[config.mk]
export PLATFORM = sky130hd
export DESIGN_NAME = dtb_bookmarks
export DESIGN_NICKNAME = d
export VERILOG_FILES = /design/src/rtl/dtb_pkg.sv /design/src/rtl/dtb_bookmarks.sv
export SDC_FILE = /design/constraint.sdc
export NUM_CORES = 1
export LEC_CHECK = 0
export BUFFER_PORTS_ARGS = -buffer_cell sky130_fd_sc_hd__buf_2
export CAP_MARGIN = 10
export CORE_AREA = 2 2 154 156
export DETAILED_ROUTE_END_ITERATION = 16
export DIE_AREA = 0 0 156 158
export GPL_ROUTABILITY_DRIVEN = 0
export SLEW_MARGIN = 20
export SYNTH_ARGS = -nofsm -noshare
export SYNTH_HDL_FRONTEND = slang
export SYNTH_SLANG_ARGS = --single-unit
export TNS_END_PERCENT = 10
[constraint.sdc]
create_clock -name clk_i -period 2.55 [get_ports clk_i]
set_input_delay 0.255 -clock clk_i [delete_from_list [all_inputs] [get_ports clk_i]]
set_output_delay 0.255 -clock clk_i [all_outputs]
set_load 0.03 [all_outputs]
[src/rtl/dtb_pkg.sv]
package dtb_pkg;

  localparam int ModeW   = 3;
  localparam int AmountW = 15;
  localparam int CellW   = 8;
  localparam int StatusW = 2;

  localparam logic [ModeW-1:0] MODE_SET   = 3'd0;
  localparam logic [ModeW-1:0] MODE_ADD   = 3'd1;
  localparam logic [ModeW-1:0] MODE_SUB   = 3'd2;
  localparam logic [ModeW-1:0] MODE_LEFT  = 3'd3;
  localparam logic [ModeW-1:0] MODE_RIGHT = 3'd4;
  localparam logic [ModeW-1:0] MODE_PUSH  = 3'd5;
  localparam logic [ModeW-1:0] MODE_POP   = 3'd6;
  localparam logic [ModeW-1:0] MODE_READ  = 3'd7;

  localparam logic [StatusW-1:0] ST_OK        = 2'd0;
  localparam logic [StatusW-1:0] ST_POP_EMPTY = 2'd1;
  localparam logic [StatusW-1:0] ST_PUSH_FULL = 2'd2;
  localparam logic [StatusW-1:0] ST_RANGE     = 2'd3;

  typedef struct packed {
    logic               rd_en;
    logic               commit;
    logic [ModeW-1:0]   mode;
    logic [CellW-1:0]   operand;
  } tape_ctl_t;

  typedef struct packed {
    logic push;
    logic pop;
  } stk_ctl_t;

  typedef struct packed {
    logic full;
    logic empty;
  } stk_sts_t;

endpackage

[src/rtl/dtb_bookmarks.sv]
module dtb_bookmarks import dtb_pkg::*; #(
  parameter int BOOKMARK_DEPTH = 16,
  parameter int DataW          = 15,
  parameter int IdxW           = (BOOKMARK_DEPTH > 1) ? $clog2(BOOKMARK_DEPTH) : 1,
  parameter int CntW           = $clog2(BOOKMARK_DEPTH + 1)
) (
  input  logic             clk_i,
  input  logic             rst_ni,
  input  stk_ctl_t         ctl_i,
  input  logic [DataW-1:0] push_data_i,
  output stk_sts_t         sts_o,
  output logic [DataW-1:0] pop_data_o
);

  logic [DataW-1:0] mem [BOOKMARK_DEPTH];
  logic [DataW-1:0] rdata_q;
  logic [CntW-1:0]  cnt_q, cnt_d;
  logic [CntW-1:0]  cnt_dec;

  assign cnt_dec = cnt_q - CntW'(1);

  always_comb begin
    cnt_d = cnt_q;
    if (ctl_i.push) begin
      cnt_d = cnt_q + CntW'(1);
    end else if (ctl_i.pop) begin
      cnt_d = cnt_dec;
    end
  end

  always_ff @(posedge clk_i or negedge rst_ni) begin
    if (!rst_ni) begin
      cnt_q <= '0;
    end else begin
      cnt_q <= cnt_d;
    end
  end

  always_ff @(posedge clk_i) begin
    if (ctl_i.push) begin
      mem[cnt_q[IdxW-1:0]] <= push_data_i;
    end
    if (ctl_i.pop) begin
      rdata_q <= mem[cnt_dec[IdxW-1:0]];
    end
  end

  assign sts_o.full  = (cnt_q == CntW'(BOOKMARK_DEPTH));
  assign sts_o.empty = (cnt_q == '0);
  assign pop_data_o  = rdata_q;

endmodule

After elaboration in Yosys (flattened, before gate mapping) --
Memory sizes are Yosys's and may differ from the RTL's. A register that Yosys moved wholly into a read port is not among the register bits. Index checks and enable logic that the tools add are counted. Widths: inputs -> output; s select.
Word-level totals: register bits 5, bits in latches 0, RAM bits 240, memory bits (read-only) 0, output and inout port bits 17, memories 1
Operators by class: add/subtract/negate cells 2, multiply operators 0, divide/modulo/power cells 0, order comparisons 0, equality and inequality tests 1, shift operators 0, multiplexer cells 4, bitwise operators 0, reduce and logical (&&, ||, !) cells 2
Memories:
- mem | words 16, width 15, read ports 1, clocked after Yosys merged registers in 1, wr ports 1, RTL line dtb_bookmarks.sv:15 | logic [DataW-1:0] mem [BOOKMARK_DEPTH];
Operators by type and width (count):
- $mux 5 | 2
- $add 5x1->5 const B | 1
- $eq 5x5->1 const B | 1
- $logic_not 5->1 | 1
- $sub 5x1->5 const B | 1
- $mux 1 | 2
- $reduce_bool 2->1 | 1

Logic depth before layout (Yosys ltp) --
depth in word-level cells 3, gate-level depth with buffers 10

Worst setup path after synthesis --
OpenSTA, ideal clock, no wires.
kind flip-flop to flip-flop, start point reg cnt_q[0], end point reg rdata_q[13], in the netlist pop_data_o[13], read port of mem (data pin), library setup time 260 ps, arrival time 2195 ps, required time 2290 ps, setup slack 96 ps, stages on the path, launching flop included 11, buffers on the path 5, period minus slack after synthesis 2454 ps, path through dfrtp_1 -> buf_4 -> buf_12 -> buf_6 -> inv_1 -> ha_1 -> buf_2 -> clkbuf_1 -> mux4_2 -> mux2i_1 -> mux2i_1
Between the ends: longest elaborated chain between the ends 1
RTL lines:
- start: declaration | RTL line dtb_bookmarks.sv:17 | logic [CntW-1:0] cnt_q, cnt_d;
- start signal: assignment | RTL line dtb_bookmarks.sv:35 | cnt_q <= cnt_d;
- $sub 5x1->5 | RTL line dtb_bookmarks.sv:20 | assign cnt_dec = cnt_q - CntW'(1);
- end: declaration | RTL line dtb_bookmarks.sv:16 | logic [DataW-1:0] rdata_q;
No other way between the ends. A chain may end at the register's enable or synchronous reset.

==> run metrics <==
status=finished, final reports clean; Nets=565; post-synth top area cell=edfxtp_1; postcts setup bufs=0; Synth Instances=470; number of DRC markers in iteration 0=333; DRC errors left=0; root buffer cell=clkbuf_16; H-tree depth=1; Worst Setup End Kind=primary output; HPWL Detailed=11780 um; largest net degree at the start of global routing=93; Crit Path Class=reg2out; P&R area growth vs syn=14.64%; Clock Skews=0.01838 ns; final core occ=50.79%; first-pass GRT wire length=31500 um; fin crit period=2.300 ns; Cell Area, Synth=10210 um2; #FFs+latches synth=260; Vias/cell=5.466; WL/cell=24.72 um; CP Buf/Inv Count=2; final wirelength=21060 um; Main synth FF type=edfxtp_1; TNS Setup=0 ns; Final Cycle Share=90.21%; critical path arrival=2.05 ns; Die ar.=24650 um2; slowest CP cell=dfrtp_4; DRT antenna net count=0; I/O Buffers=35; CTS tree=built; share of cells above drive strength 1=30.25%; vias in the first global route=4919; Placed Cells=802; Die Y=158 um; largest fanout on the critical path=6; WHS=0.06821 ns; Synth Warn #=0; P per Cell Area=1215 nW/um2; Clock Path Buffers=3; highest clock rate=434.7 MHz; worst slew pin tran=0.7432 ns; Cell variety after synth=28; clock transition at the registers of the reported paths=0.07 ns; CTS buffer count=27; commonest cells in the synthesized netlist=edfxtp_1 (255), mux2i_1 (90), mux4_2 (45); clk_lat worst skew=0.53 ns; GRT overflow=0; Lkg Pwr=4.036 nW; CORE AREA=23050 um2; Slew Limit Fails=0; gr usage total=17.76%; final hold vios=0; Setup violations, final=0; Hold Path Class=in2async; largest cells by area after synthesis=edfxtp_1 (75%), mux4_2 (9.9%), mux2i_1 (8.8%); Cell Rows=56; syn avg cell area=21.73 um2; Clock Sinks=260; register area share after synthesis=76.20%; count leader, synth=edfxtp_1; CP max stage delay=0.52 ns; Max Cap Viol=0; worst rel slew slack=50.45%; critical path launch point type=flip-flop; Post-synth EDFFs=255; Die Wd=156 um; CP top delay family=flip-flops; vias=4657; Initial Util=44.31%; Syn Nets=493; Final Non-Filler Cells=852; total I/O pin count=36; share of the synthesized area in the top cell type=74.97%; Critical Path RT=2.30 ns; diode count=0; RSZ-0062 raised after global routing=false; CP cell instances=inv_1 -> ha_2 -> nand2b_1 -> nor3b_1 -> buf_2; drt pass-1 iters=4; async set or reset register ratio after synthesis=1.923%; initial antenna violation count=1; peak supply drop=0.8971 mV
## path summary, 6_finish.rpt
path	startpoint	endpoint	slack, ns	cells past startpoint
min in group clk_i	push_data_i[6]	mem[4][6]	0.09	1
setup / recovery	cnt_q[0]	sts_o[1]	0.25	5
max in group asynchronous	rst_ni	cnt_q[0]	2.32	2
hold / removal	rst_ni	cnt_q[4]	0.07	2
hold reg to reg	cnt_q[4]	cnt_q[4]	0.49	1
setup reg to reg	cnt_q[0]	pop_data_o[3]	0.28	6
## layout make-up
class	instances	area [um2]
Inverter	2	7.507
Sequential cell	260	7786
Tap cell	290	362.8
Multi-Input combinational cell	185	2285
Timing Repair Buffer	66	485.5
Clock inverter	15	80.08
Clock buffer	34	701.9
Fill cell	1830	11340
## stage by stage
step	setup slack [ns]	power, mW	instance area, um2
CTS	0.2332	14.44	11710
detailed placement	0.2284	10.94	10920
global placement	0.3235	10.81	10920
finish	0.2496	14.23	11710
global route	0.1309	14.92	11710
floorplan	0.09591	9.516	10210
## cells by family (layout without fill, tap and decap cells)
logic type / count (synthesis) / count (layout) / synth area share [%]
AO/OA/AOI/OAI: 3 / 3 / 0.2451
XOR/XNOR: 6 / 6 / 0.5880
adder cells (fa/ha/maj): 4 / 4 / 0.4900
buffers and inverters: 25 / 117 / 2.033
flip-flops: 260 / 260 / 76.20
multiplexers: 135 / 135 / 18.74
AND/OR/NAND/NOR: 37 / 37 / 1.703
## report_power, final
group	internal [mW]	switching, mW
Clock	1.95	1.54
Sequential	5.40	0.247
Combinational	2.40	2.70
Total	9.74	4.49
## flip-flops by register name (all words and copies together), names as in the netlist
register,count
cnt_q,5
pop_data_o,15
mem,240
## cell usage in the layout, fill, tap and decap left out, drive strengths merged, types with 4 or more instances in the layout
cell and instances:
buf 65, clkbuf 34, clkinv 12, dfrtp 5
edfxtp 255, ha 4, inv 4, mux2i 90
mux4 45, nand2 7, nand2b 6, nor2 18
xor2 5
## per-layer routing
layer | part of all wire, % | routed length, um | global-route usage (%)
met1 | 46 | 9774 | 25.48
met2 | 47 | 9981 | 28.70
met3 | 4.4 | 926 | 2.984
met4 | 1.8 | 372 | 4.412
met5 | 0.038 | 8 | 0
## timing repair
| item | 4_1_cts | 5_1_grt |
|---|---|---|
| hold buffers | 1 | 0 |
| endpoints found under the hold margin | 5 | 0 |
| resized for setup | 0 | 0 |
No activity file was read; power rests on OpenSTA's default activity.
